### config.mk
export PLATFORM = sky130hd
export DESIGN_NAME = sensor_notification_scheduler_unit_flat
export DESIGN_NICKNAME = d
export VERILOG_FILES = /design/src/rtl/snsched_pkg.sv /design/src/rtl/snsched_intf.sv /design/src/rtl/sensor_notification_scheduler_unit.sv /design/src/rtl/snsched_eval.sv /design/src/flat_wrapper.sv
export SDC_FILE = /design/constraint.sdc
export NUM_CORES = 1
export LEC_CHECK = 0
export BUFFER_PORTS_ARGS = -buffer_cell sky130_fd_sc_hd__buf_2
export CORE_ASPECT_RATIO = 1.25
export CORE_MARGIN = 3
export CORE_UTILIZATION = 60
export CTS_BUF_LIST = sky130_fd_sc_hd__clkbuf_16
export DETAILED_ROUTE_END_ITERATION = 16
export PLACE_DENSITY = 0.88
export SYNTH_ARGS = -nofsm -noshare
export SYNTH_HDL_FRONTEND = slang
export SYNTH_SLANG_ARGS = --single-unit
### constraint.sdc
create_clock -name clock -period 6 [get_ports clock]
set_clock_uncertainty 0.2 [all_clocks]
set_input_delay 0.6 -clock clock [delete_from_list [all_inputs] [get_ports clock]]
set_output_delay 0.6 -clock clock [all_outputs]
set_load 0.01 [all_outputs]
### src/rtl/snsched_pkg.sv
// ----------------------------------------------------------------------------
// Sensor notification scheduler package
// Codes and control types shared by the scheduler, its channels and checker.
// ----------------------------------------------------------------------------
`default_nettype none

package snsched_pkg;

   localparam int CSR_INDEX_BITS   = 3;
   localparam int MAX_PERIOD_RESET = 60;

   typedef enum logic {
      OP_SAMPLE = 1'b0,
      OP_TICK   = 1'b1
   } op_type;

   typedef enum logic [1:0] {
      CAUSE_FIRST    = 2'd0,
      CAUSE_EVENT    = 2'd1,
      CAUSE_DEFERRED = 2'd2,
      CAUSE_MAX      = 2'd3
   } cause_type;

   typedef enum logic [1:0] {
      BAND_LOW    = 2'd0,
      BAND_NORMAL = 2'd1,
      BAND_HIGH   = 2'd2
   } band_type;

   typedef enum logic [CSR_INDEX_BITS-1:0] {
      CSR_LOWER_LIMIT = 3'd0,
      CSR_UPPER_LIMIT = 3'd1,
      CSR_STEP_SIZE   = 3'd2,
      CSR_MIN_PERIOD  = 3'd3,
      CSR_MAX_PERIOD  = 3'd4
   } csr_index_type;

   typedef struct packed {
      logic started;
      logic quiet_over;
      logic pending;
   } flags_type;

   typedef struct packed {
      logic      fire;
      cause_type cause;
   } rpt_type;

endpackage

`default_nettype wire

### src/rtl/snsched_intf.sv
// ----------------------------------------------------------------------------
// Sensor notification scheduler channels
// Valid/ready channels for requests, reports and register writes.
// ----------------------------------------------------------------------------
`default_nettype none

interface snsched_req_if #(parameter int SAMPLE_BITS = 16);
   logic                          valid;
   logic                          ready;
   logic                          op;
   logic signed [SAMPLE_BITS-1:0] sample_value;

   modport source (output valid, output op, output sample_value, input ready);
   modport sink (input valid, input op, input sample_value, output ready);
endinterface

interface snsched_rsp_if #(parameter int SAMPLE_BITS = 16);
   logic                          valid;
   logic                          ready;
   logic signed [SAMPLE_BITS-1:0] report_value;
   logic [1:0]                    report_cause;

   modport source (output valid, output report_value, output report_cause, input ready);
   modport sink (input valid, input report_value, input report_cause, output ready);
endinterface

interface snsched_csr_if
   import snsched_pkg::*;
#(parameter int DATA_BITS = 16);
   logic                      valid;
   logic                      ready;
   logic [CSR_INDEX_BITS-1:0] index;
   logic [DATA_BITS-1:0]      data;

   modport source (output valid, output index, output data, input ready);
   modport sink (input valid, input index, input data, output ready);
endinterface

`default_nettype wire

### src/rtl/sensor_notification_scheduler_unit.sv
// ----------------------------------------------------------------------------
// Sensor notification scheduler
// Decides when a sensor sample is reported from limits, step and periods.
// ----------------------------------------------------------------------------
// Each request is a sample or one timer tick. The block takes one request per
// clock cycle unless a report stalls in the report register. A request is held
// in an input register, and once the report register is free or draining its
// decision is made and, if it fires, written to the report register. The rate
// is set by the state update between those two registers. While a report waits
// in the report register, one more request can enter the input register. The
// request after that waits until the report is taken. Register writes are
// always accepted and must be made while no request is in flight.
`default_nettype none

module sensor_notification_scheduler_unit
   import snsched_pkg::*;
#(
   parameter int SAMPLE_BITS = 16,
   parameter int TICK_BITS   = 16
) (
   input wire logic     clock,
   input wire logic     reset,
   snsched_req_if.sink  req,
   snsched_rsp_if.source rsp,
   snsched_csr_if.sink  csr
);

   localparam int WIN_BITS = SAMPLE_BITS + 2;

   logic signed [SAMPLE_BITS-1:0] lower_limit_ff;
   logic signed [SAMPLE_BITS-1:0] upper_limit_ff;
   logic        [SAMPLE_BITS-1:0] step_size_ff;
   logic        [TICK_BITS-1:0]   min_period_ff;
   logic        [TICK_BITS-1:0]   max_period_ff;

   logic                          in_valid_ff;
   logic                          in_op_ff;
   logic signed [SAMPLE_BITS-1:0] in_sample_ff;

   flags_type                     flags_ff;
   flags_type                     flags_in;
   logic signed [SAMPLE_BITS-1:0] latest_ff;
   logic signed [SAMPLE_BITS-1:0] latest_in;
   band_type                      band_ff;
   band_type                      band_in;
   logic signed [WIN_BITS-1:0]    win_high_ff;
   logic signed [WIN_BITS-1:0]    win_high_in;
   logic signed [WIN_BITS-1:0]    win_low_ff;
   logic signed [WIN_BITS-1:0]    win_low_in;
   logic        [TICK_BITS-1:0]   quiet_ticks_ff;
   logic        [TICK_BITS-1:0]   quiet_ticks_in;
   logic        [TICK_BITS-1:0]   interval_ticks_ff;
   logic        [TICK_BITS-1:0]   interval_ticks_in;

   rpt_type                       rpt;
   logic signed [SAMPLE_BITS-1:0] report_value_in;
   logic                          rsp_valid_ff;
   logic signed [SAMPLE_BITS-1:0] rsp_value_ff;
   cause_type                     rsp_cause_ff;

   logic                          advance;

   // The held request is decided once the report register is free or draining.
   assign advance   = in_valid_ff && (!rsp_valid_ff || rsp.ready);
   assign req.ready = !in_valid_ff || advance;
   assign csr.ready = 1'b1;

   assign rsp.valid        = rsp_valid_ff;
   assign rsp.report_value = rsp_value_ff;
   assign rsp.report_cause = rsp_cause_ff;

   always_ff @(posedge clock) begin
      if (reset) begin
         lower_limit_ff <= '0;
         upper_limit_ff <= '0;
         step_size_ff   <= SAMPLE_BITS'(1);
         min_period_ff  <= TICK_BITS'(1);
         max_period_ff  <= TICK_BITS'(MAX_PERIOD_RESET);
      end else if (csr.valid && csr.ready) begin
         unique case (csr.index)
            CSR_LOWER_LIMIT: lower_limit_ff <= csr.data[SAMPLE_BITS-1:0];
            CSR_UPPER_LIMIT: upper_limit_ff <= csr.data[SAMPLE_BITS-1:0];
            CSR_STEP_SIZE:   step_size_ff   <= csr.data[SAMPLE_BITS-1:0];
            CSR_MIN_PERIOD:  min_period_ff  <= csr.data[TICK_BITS-1:0];
            CSR_MAX_PERIOD:  max_period_ff  <= csr.data[TICK_BITS-1:0];
            default: begin
            end
         endcase
      end
   end

   always_ff @(posedge clock) begin
      if (reset) begin
         in_valid_ff <= 1'b0;
      end else if (req.ready) begin
         in_valid_ff <= req.valid;
      end
   end

   always_ff @(posedge clock) begin
      if (req.valid && req.ready) begin
         in_op_ff     <= req.op;
         in_sample_ff <= req.sample_value;
      end
   end

   snsched_eval #(
      .SAMPLE_BITS (SAMPLE_BITS),
      .TICK_BITS   (TICK_BITS)
   ) u_eval (
      .op                  (in_op_ff),
      .sample_value        (in_sample_ff),
      .lower_limit         (lower_limit_ff),
      .upper_limit         (upper_limit_ff),
      .step_size           (step_size_ff),
      .min_period          (min_period_ff),
      .max_period          (max_period_ff),
      .flags               (flags_ff),
      .latest              (latest_ff),
      .band                (band_ff),
      .win_high            (win_high_ff),
      .win_low             (win_low_ff),
      .quiet_ticks         (quiet_ticks_ff),
      .interval_ticks      (interval_ticks_ff),
      .flags_next          (flags_in),
      .latest_next         (latest_in),
      .band_next           (band_in),
      .win_high_next       (win_high_in),
      .win_low_next        (win_low_in),
      .quiet_ticks_next    (quiet_ticks_in),
      .interval_ticks_next (interval_ticks_in),
      .rpt                 (rpt),
      .report_value        (report_value_in)
   );

   always_ff @(posedge clock) begin
      if (reset) begin
         flags_ff          <= '0;
         latest_ff         <= '0;
         band_ff           <= BAND_LOW;
         win_high_ff       <= '0;
         win_low_ff        <= '0;
         quiet_ticks_ff    <= '0;
         interval_ticks_ff <= '0;
      end else if (advance) begin
         flags_ff          <= flags_in;
         latest_ff         <= latest_in;
         band_ff           <= band_in;
         win_high_ff       <= win_high_in;
         win_low_ff        <= win_low_in;
         quiet_ticks_ff    <= quiet_ticks_in;
         interval_ticks_ff <= interval_ticks_in;
      end
   end

   always_ff @(posedge clock) begin
      if (reset) begin
         rsp_valid_ff <= 1'b0;
      end else if (advance) begin
         rsp_valid_ff <= rpt.fire;
      end else if (rsp.ready) begin
         rsp_valid_ff <= 1'b0;
      end
   end

   always_ff @(posedge clock) begin
      if (advance && rpt.fire) begin
         rsp_value_ff <= report_value_in;
         rsp_cause_ff <= rpt.cause;
      end
   end

endmodule

`default_nettype wire

### src/rtl/snsched_eval.sv
// ----------------------------------------------------------------------------
// Sensor notification scheduler decision logic
// Works out the report decision and the next scheduler state for one request.
// ----------------------------------------------------------------------------
`default_nettype none

module snsched_eval
   import snsched_pkg::*;
#(
   parameter int SAMPLE_BITS = 16,
   parameter int TICK_BITS   = 16
) (
   input  wire logic                            op,
   input  wire logic signed [SAMPLE_BITS-1:0]   sample_value,
   input  wire logic signed [SAMPLE_BITS-1:0]   lower_limit,
   input  wire logic signed [SAMPLE_BITS-1:0]   upper_limit,
   input  wire logic        [SAMPLE_BITS-1:0]   step_size,
   input  wire logic        [TICK_BITS-1:0]     min_period,
   input  wire logic        [TICK_BITS-1:0]     max_period,
   input  wire flags_type                       flags,
   input  wire logic signed [SAMPLE_BITS-1:0]   latest,
   input  wire band_type                        band,
   input  wire logic signed [SAMPLE_BITS+1:0]   win_high,
   input  wire logic signed [SAMPLE_BITS+1:0]   win_low,
   input  wire logic        [TICK_BITS-1:0]     quiet_ticks,
   input  wire logic        [TICK_BITS-1:0]     interval_ticks,
   output flags_type                            flags_next,
   output logic signed [SAMPLE_BITS-1:0]        latest_next,
   output band_type                             band_next,
   output logic signed [SAMPLE_BITS+1:0]        win_high_next,
   output logic signed [SAMPLE_BITS+1:0]        win_low_next,
   output logic        [TICK_BITS-1:0]          quiet_ticks_next,
   output logic        [TICK_BITS-1:0]          interval_ticks_next,
   output rpt_type                              rpt,
   output logic signed [SAMPLE_BITS-1:0]        report_value
);

   localparam int WIN_BITS = SAMPLE_BITS + 2;

   function automatic band_type band_of(input logic signed [SAMPLE_BITS-1:0] s,
                                        input logic signed [SAMPLE_BITS-1:0] lo,
                                        input logic signed [SAMPLE_BITS-1:0] hi);
      band_type b;
      if (s > hi) begin
         b = BAND_HIGH;
      end else if (s <= lo) begin
         b = BAND_LOW;
      end else begin
         b = BAND_NORMAL;
      end
      return b;
   endfunction

   logic signed [WIN_BITS-1:0] sample_ext;
   logic signed [WIN_BITS-1:0] report_ext;
   logic signed [WIN_BITS-1:0] step_ext;
   logic                       reportable;
   logic [TICK_BITS-1:0]       quiet_inc;
   logic [TICK_BITS-1:0]       interval_inc;

   assign sample_ext   = WIN_BITS'(sample_value);
   assign report_ext   = WIN_BITS'(report_value);
   assign step_ext     = $signed({2'b00, step_size});
   assign reportable   = (band_of(sample_value, lower_limit, upper_limit) != band) ||
                         (sample_ext >= win_high) || (sample_ext <= win_low);
   assign quiet_inc    = (quiet_ticks == '1) ? quiet_ticks : quiet_ticks + 1'b1;
   assign interval_inc = (interval_ticks == '1) ? interval_ticks : interval_ticks + 1'b1;

   always_comb begin
      flags_next          = flags;
      latest_next         = latest;
      band_next           = band;
      win_high_next       = win_high;
      win_low_next        = win_low;
      quiet_ticks_next    = quiet_ticks;
      interval_ticks_next = interval_ticks;
      rpt.fire            = 1'b0;
      rpt.cause           = CAUSE_FIRST;
      report_value        = latest;

      unique case (op_type'(op))
         OP_SAMPLE: begin
            latest_next  = sample_value;
            report_value = sample_value;
            if (!flags.started) begin
               flags_next.started = 1'b1;
               rpt.fire           = 1'b1;
               rpt.cause          = CAUSE_FIRST;
            end else if (reportable) begin
               if (flags.quiet_over) begin
                  rpt.fire  = 1'b1;
                  rpt.cause = CAUSE_EVENT;
               end else begin
                  flags_next.pending = 1'b1;
               end
            end
         end
         OP_TICK: begin
            if (flags.started) begin
               interval_ticks_next = interval_inc;
               if (!flags.quiet_over) begin
                  quiet_ticks_next = quiet_inc;
                  if (quiet_inc >= min_period) begin
                     if (flags.pending) begin
                        rpt.fire  = 1'b1;
                        rpt.cause = CAUSE_DEFERRED;
                     end else begin
                        flags_next.quiet_over = 1'b1;
                     end
                  end
               end
               if (!rpt.fire && interval_inc >= max_period) begin
                  rpt.fire  = 1'b1;
                  rpt.cause = CAUSE_MAX;
               end
            end
         end
         default: begin
         end
      endcase

      // Every report recenters the step window and restarts both counters.
      if (rpt.fire) begin
         band_next             = band_of(report_value, lower_limit, upper_limit);
         win_high_next         = report_ext + step_ext;
         win_low_next          = report_ext - step_ext;
         flags_next.quiet_over = 1'b0;
         flags_next.pending    = 1'b0;
         quiet_ticks_next      = '0;
         interval_ticks_next   = '0;
      end
   end

endmodule

`default_nettype wire

### src/flat_wrapper.sv
// flat-port wrapper written by rule: the top's interface ports become plain ports
module sensor_notification_scheduler_unit_flat import snsched_pkg::*;
#(
   parameter int SAMPLE_BITS = 16,
   parameter int TICK_BITS   = 16
)
  (clock, reset, req_valid, req_op, req_sample_value, req_ready, rsp_valid, rsp_report_value, rsp_report_cause, rsp_ready, csr_valid, csr_index, csr_data, csr_ready);
  snsched_req_if #(.SAMPLE_BITS(SAMPLE_BITS)) req_i ();
  snsched_rsp_if #(.SAMPLE_BITS(SAMPLE_BITS)) rsp_i ();
  snsched_csr_if csr_i ();
  input wire logic clock;
  input wire logic reset;
  input wire logic [$bits(req_i.valid)-1:0] req_valid;
  input wire logic [$bits(req_i.op)-1:0] req_op;
  input wire logic [$bits(req_i.sample_value)-1:0] req_sample_value;
  output wire logic [$bits(req_i.ready)-1:0] req_ready;
  output wire logic [$bits(rsp_i.valid)-1:0] rsp_valid;
  output wire logic [$bits(rsp_i.report_value)-1:0] rsp_report_value;
  output wire logic [$bits(rsp_i.report_cause)-1:0] rsp_report_cause;
  input wire logic [$bits(rsp_i.ready)-1:0] rsp_ready;
  input wire logic [$bits(csr_i.valid)-1:0] csr_valid;
  input wire logic [$bits(csr_i.index)-1:0] csr_index;
  input wire logic [$bits(csr_i.data)-1:0] csr_data;
  output wire logic [$bits(csr_i.ready)-1:0] csr_ready;
  assign req_i.valid = req_valid;
  assign req_i.op = req_op;
  assign req_i.sample_value = req_sample_value;
  assign req_ready = req_i.ready;
  assign rsp_valid = rsp_i.valid;
  assign rsp_report_value = rsp_i.report_value;
  assign rsp_report_cause = rsp_i.report_cause;
  assign rsp_i.ready = rsp_ready;
  assign csr_i.valid = csr_valid;
  assign csr_i.index = csr_index;
  assign csr_i.data = csr_data;
  assign csr_ready = csr_i.ready;
  sensor_notification_scheduler_unit #(.SAMPLE_BITS(SAMPLE_BITS), .TICK_BITS(TICK_BITS)) u_core (.clock(clock), .reset(reset), .req(req_i), .rsp(rsp_i), .csr(csr_i));
endmodule
* Yosys cells after proc, flatten, opt, wreduce, memory -nomap -nowiden *
Index checks and enable logic that the tools add are counted.

word-level totals
  register bits after elaboration = 206
  output and inout bits = 21

operators by class
  $add $sub $neg = 4
  order comparisons = 8
  eq/ne operators = 9
  mux-type cells = 37
  bitwise operators = 1
  reductions and logical operators = 26

operators by type and width
  cell                     number
  $mux W16                 10
  $add A16 B1 Y16 const B  2
  $eq A16 B16 Y1 const B   2
  $ge A16 B16 Y1           2
  $gt A16 B16 Y1           2
  $le A16 B16 Y1           2
  $mux W3                  10
  $add A16 B17 Y18         1
  $ge A16 B18 Y1           1
  $le A16 B18 Y1           1
  $sub A16 B17 Y18         1
  $reduce_and A2 Y1        7
  $mux W1                  13
  $reduce_bool A2 Y1       4
  $eq A3 B2 Y1 const B     2
  $mux W2                  3
  $pmux W3 S2              1
  $reduce_and A5 Y1        1
  $logic_and A1 B1 Y1      4
  $logic_or A1 B1 Y1       4
  $ne A2 B2 Y1 const B     2
  $reduce_and A4 Y1        1
  $eq A3 B1 Y1 const B     1
  $eq A3 B3 Y1 const B     1
  other kinds (5)          7

* Longest topological paths before layout *
  depth after elaboration = 14
  gate-level depth with buffers = 21

* Cells and area by module *
A second synthesis with hierarchy kept.

second synthesis, totals
  cell total of the unflattened synthesis = 1778
  area total of the unflattened synthesis = 14871.8 µm²

by module, submodules not included
  module                              times used  cells an instance  area an instance (µm²)  seq. area each (µm²)
  sensor_notification_scheduler_unit  1           810                7773.7                  4474.3
  snsched_eval                        1           968                7098.1                  0.0

* Least setup slack after synthesis *
OpenSTA, ideal clock, no wires.

  path kind = reg2reg
  from = reg u_core.quiet_ticks_ff[3]
  to = reg u_core.win_high_ff[11]
  arrival time = 4.582 ns
  slack = 1.132 ns
  cell stages (with the launch flop) = 21
  path through = dfxtp_1 and4_1 and2_1 nand3_1 nor4_2 or2_2 clkbuf_1 nor3_1 xor2_1 ha_1 a21oi_1 o21ai_0 a221oi_1 o21ai_1 a211oi_1 o21ai_1 a22o_1 nor2_4 inv_2 buf_2 a211oi_1

between the ends
  cells in the longest elaborated chain, start to end = 13

ends and longest elaborated chain
  element                                                   line                                       RTL
  start: declaration                                        sensor_notification_scheduler_unit.sv:50   logic [TICK_BITS-1:0] quiet_ticks_ff;
  start signal: assignment                                  sensor_notification_scheduler_unit.sv:151  quiet_ticks_ff <= quiet_ticks_in;
  $add A16 B1 Y16 / $eq A16 B16 Y1 (equally long branches)  snsched_eval.sv:66                         assign quiet_inc = (quiet_ticks == '1) ? quiet_ticks : quiet_ticks + 1'b1;
  $mux W16 (*)                                              snsched_eval.sv:66
  $ge A16 B16 Y1 (*)                                        snsched_eval.sv:103                        if (quiet_inc >= min_period) begin
  $mux W3 (*)                                               snsched_eval.sv:103
  $mux W3 (*)                                               snsched_eval.sv:101                        if (!flags.quiet_over) begin
  $mux W3 (*)                                               snsched_eval.sv:99                         if (flags.started) begin
  $mux W3 (*)                                               snsched_eval.sv:81                         unique case (op_type'(op))
  $logic_not A1 Y1                                          snsched_eval.sv:112                        if (!rpt.fire && interval_inc >= max_period) begin
  $logic_and A1 B1 Y1                                       snsched_eval.sv:112
  $mux W3 (*)                                               snsched_eval.sv:112
  $mux W3 (*)                                               snsched_eval.sv:99
  $pmux W3 S2 (*)                                           snsched_eval.sv:81
  $reduce_and A2 Y1 (no source line) (*)                    -
  end signal: assignment                                    sensor_notification_scheduler_unit.sv:149  win_high_ff <= win_high_in;
  end: declaration                                          sensor_notification_scheduler_unit.sv:46   logic signed [WIN_BITS-1:0] win_high_ff;

Every way passes the cells marked *; elsewhere a longest branch is shown, timed or not. The select of a mux whose other input is x is not followed.
A chain may end at the register's enable or synchronous reset.

* Final worst setup path *
  from = reg u_core.interval_ticks_ff[4]
  to = reg u_core.win_low_ff[1]

between the ends
  cells in the longest elaborated chain, start to end = 8

ends and longest elaborated chain
  element                                                   line                                       RTL
  start: declaration                                        sensor_notification_scheduler_unit.sv:52   logic [TICK_BITS-1:0] interval_ticks_ff;
  start signal: assignment                                  sensor_notification_scheduler_unit.sv:152  interval_ticks_ff <= interval_ticks_in;
  $add A16 B1 Y16 / $eq A16 B16 Y1 (equally long branches)  snsched_eval.sv:67                         assign interval_inc = (interval_ticks == '1) ? interval_ticks : interval_ticks + 1'b1;
  $mux W16 (*)                                              snsched_eval.sv:67
  $ge A16 B16 Y1 (*)                                        snsched_eval.sv:112
  $logic_and A1 B1 Y1 (*)                                   snsched_eval.sv:112
  $mux W3 (*)                                               snsched_eval.sv:112
  $mux W3 (*)                                               snsched_eval.sv:99
  $pmux W3 S2 (*)                                           snsched_eval.sv:81
  $reduce_and A2 Y1 (no source line) (*)                    -
  end signal: assignment                                    sensor_notification_scheduler_unit.sv:150  win_low_ff <= win_low_in;
  end: declaration                                          sensor_notification_scheduler_unit.sv:48   logic signed [WIN_BITS-1:0] win_low_ff;

Every way passes the cells marked *; elsewhere a longest branch is shown, timed or not.

==> summary.md <==
| Metric | Value |
|---|---|
| Most flops, register | u_core.win_low_ff |
| Crit path capture type | flop |
| Final Max Tran Viols | 0 |
| Synth unique cells | 76 |
| Max Cap Viol | 0 |
| Setup crit start kind | flop |
| Die width | 137 µm |
| Synth Area in Compound Gates | 0.192 |
| FILL cells | 1662 |
| CP peak stage delay | 0.44 ns |
| Share of cells above drive strength 1 | 0.0842 |
| Peak Freq | 183 MHz |
| Synth Register Bits | 205 |
| Port Buffers | 60 |
| Clk_lat worst skew | 0.51 ns |
| Final HPWL DP | 25200 µm |
| Largest registers | u_core.win_low_ff: 18 flops, u_core.win_high_ff: 17 flops |
| TritonCTS clock tree | done |
| Avg Cell Area, Syn | 8.31 µm² |
| CP max-delay cell | dfxtp_1 |
| Ports | 62 |
| Iter 0 DRT Violations | 1091 |
| Pleak | 5.48 nW |
| Post-route ant nets | 0 |
| Worst Path Required | 6.22 ns |
| Max reg flops | 18 |
| Die height | 169 µm |
| Initial antenna violation count | 0 |
| Reg clk slew, reported paths | 0.06 ns |
| Root buffer cell | clkbuf_16 |
| Ys flop type | dfxtp_1 |
| Top cell type's share of synthesized area | 0.266 |
| Commonest non-fill, non-tap cells in the layout | nand2_1 (244), dfxtp_1 (170), a21oi_1 (167) |
| Placed Cells | 1814 |
| GRT Total Usage | 0.295 |
| Min Tclk post-route | 5.48 ns |
| Sequential share of the synthesized area | 0.348 |
| Gr ovfl total | 0 |
| Finished Core Util | 0.667 |
| Setup_tns | 0 ns |
| Slew of the pin with the lowest slew margin | 1.17 ns |
| Post-Route WL | 33900 µm |
| Final nets | 1773 |
| Core ar. | 0.0209 mm² |
| Vias per cell | 6.08 |
| Synthesis-to-finish area growth | 8.74% |
| Setup violations, final | 0 |
| Via count | 11300 |
| Worst VDD drop | 228 µV |
| Largest net degree at the start of global routing | 82 |
| Area of the die | 0.0231 mm² |
| WL/cell | 18.3 µm |
| CP top delay family | compound AO/OA/AOI/OAI gates |
| FFs w/ async S/R, synth | 0 |
| Post-synthesis xor/xnor area fraction | 0.0335 |
| Layout Cells excl Fill | 1854 |
| Worst slew margin | 0.216 |
| Post-Synthesis Cells | 1542 |
| Fin. Hold Viols | 0 |
| Seq. cell area | 0.00445 mm² |
| Placer Congestion | 0.970 |
| Yosys Warn Count | 0 |
| Multi-input gate area | 0.00752 mm² |
| Clock buffer depth | 3 |
| DRT Pass-1 Iters | 5 |
| Ant. Diodes | 0 |
| Total setup buffers inserted after CTS | 0 |
| Post-CTS Hold Fix Bufs | 0 |
| Row Count | 59 |
| Top cells by area, synth | dfxtp_1 (27%), ha_1 (16%), edfxtp_1 (8.2%), nand2_1 (7.2%), a21oi_1 (6.5%) |
| Top cell type by total area after synthesis | dfxtp_1 |
| Hold Path Class | in2reg |
| RSZ-0062 raised after global routing | false |
| DRC viols | 0 |
| Post-synth EDFFs | 35 |
| Vias in the first global route | 11000 |
| CTS Buf Count | 22 |
| WS Path Type | reg2reg |
| H-tree depth | 1 |
| Tcrit/Tclk final | 0.913 |
| CTS Sinks | 205 |
| Post-synthesis mux area share | 0.0165 |
| P per Cell Area | 241 mW/mm² |
| Simple-gate share of the synthesized area | 0.179 |
| Adder-cell area share of the yosys netlist | 0.165 |
| Main combinational cell family by area after synthesis | compound AO/OA/AOI/OAI gates |
| Syn_nets | 1751 |
| Initial core utilization | 0.613 |
| Outcome | complete, no violations |
| Post-Syn Area | 0.0128 mm² |
| Most common cell after layout, fill and taps aside | nand2_1 |
| Critical-path cell list | and4_1 > and3_1 > and3_1 > nor2b_1 > nand3_2 > nand4_1 > xnor2_1 > ha_1 > a21o_1 > a21oi_1 > o21ai_0 > a221o_1 > a211oi_1 > o21ai_1 > a22o_1 > nor2_4 > inv_4 > a211oi_1 |
| R2r setup slk | 0.52 ns |
| Global-route wire length before repair | 55100 µm |
| DP Worst Slack | 0.458 ns |
| Worst EP arrival | 5.70 ns |
| Worst Path Buf+Inv | 1 |
| Final setup margin | 0.522 ns |
| CTS-repair resized insts | 0 |
| Worst-path fanout max | 35 |
path summary, 6_finish.rpt:
path                                            start                               endpoint  depth (start not counted)
min                               req_sample_value[1]       u_core.in_sample_ff[1]$_DFFE_PP_                          1
max reg2reg  u_core.interval_ticks_ff[4]$_SDFFE_PP0P_      u_core.win_low_ff[1]$_SDFFE_PP0P_                         18
min reg2reg     u_core.lower_limit_ff[3]$_SDFFE_PP0P_  u_core.lower_limit_ff[3]$_SDFFE_PP0P_                          2
max          u_core.interval_ticks_ff[4]$_SDFFE_PP0P_      u_core.win_low_ff[1]$_SDFFE_PP0P_                         18
routing by layer:
layer  global-route usage  vias to the layer above  routed length [µm]
met3               0.0353                      120                2000
met5                    0                        -                   0
li1                     -                     5455                   -
met1                0.355                     5281               13400
met2                0.515                      419               16600
met4                0.149                        0                1860
layout make-up:
cell class | instances | area share
flip-flops and latches | 205 | 0.320
inverters | 148 | 0.0401
clock inverters | 16 | 0.00773
clock buffers | 24 | 0.0431
repair buffers | 66 | 0.0250
well taps | 274 | 0.0246
multi-input cells | 1121 | 0.540
metrics by stage:
| step | power (mW) | hold WS (ns) | area [µm²] |
|---|---|---|---|
| 2_1_floorplan | 1.88 | 0.233 | 12800 |
| 3_3_place_gp | 2.01 | 0.238 | 13200 |
| 3_5_place_dp | 2.03 | 0.246 | 13200 |
| 4_1_cts | 3.36 | 0.0470 | 13900 |
| 5_1_grt | 3.50 | 0.0484 | 13900 |
| 6_report | 3.36 | 0.0561 | 13900 |
report_power, final:
| part | internal (mW) | total (mW) | switching, mW |
|---|---|---|---|
| logic | 0.206 | 0.528 | 0.322 |
| registers | 1.45 | 1.49 | 0.0391 |
| clock network | 0.766 | 1.34 | 0.577 |
cells by family after synthesis:
kind of cell	after synthesis
and+or+nand+nor	500
AOI/OAI and AO/OA	384
buffers and inverters	216
DFF	205
adders and majority gates	168
xor gates and xnor gates	49
muxes	19
other	1
cell usage after synthesis, types with 4 or more instances:
master	instances
nand2_1	244
dfxtp_1	170
a21oi_1	167
ha_1	166
inv_1	146
nor2_1	68
clkbuf_1	54
nand3_1	52
o21ai_0	47
xnor2_1	43
nor3_1	36
edfxtp_1	35
a211oi_1	29
nand4_1	24
a22o_1	23
nor2b_1	19
a21o_1	17
o21a_1	15
mux2_2	14
and3_1	12
o211ai_1	10
and2_1	8
o31ai_1	8
a31oi_1	7
and4_1	7
o21bai_1	6
xor2_1	6
a221oi_1	5
buf_1	5
nand2b_1	5
or2_2	5
or3_1	5
a41oi_1	4
buf_2	4
mux2i_1	4
nor4_1	4
o21ai_1	4
Power figures use the tool's default switching activity.
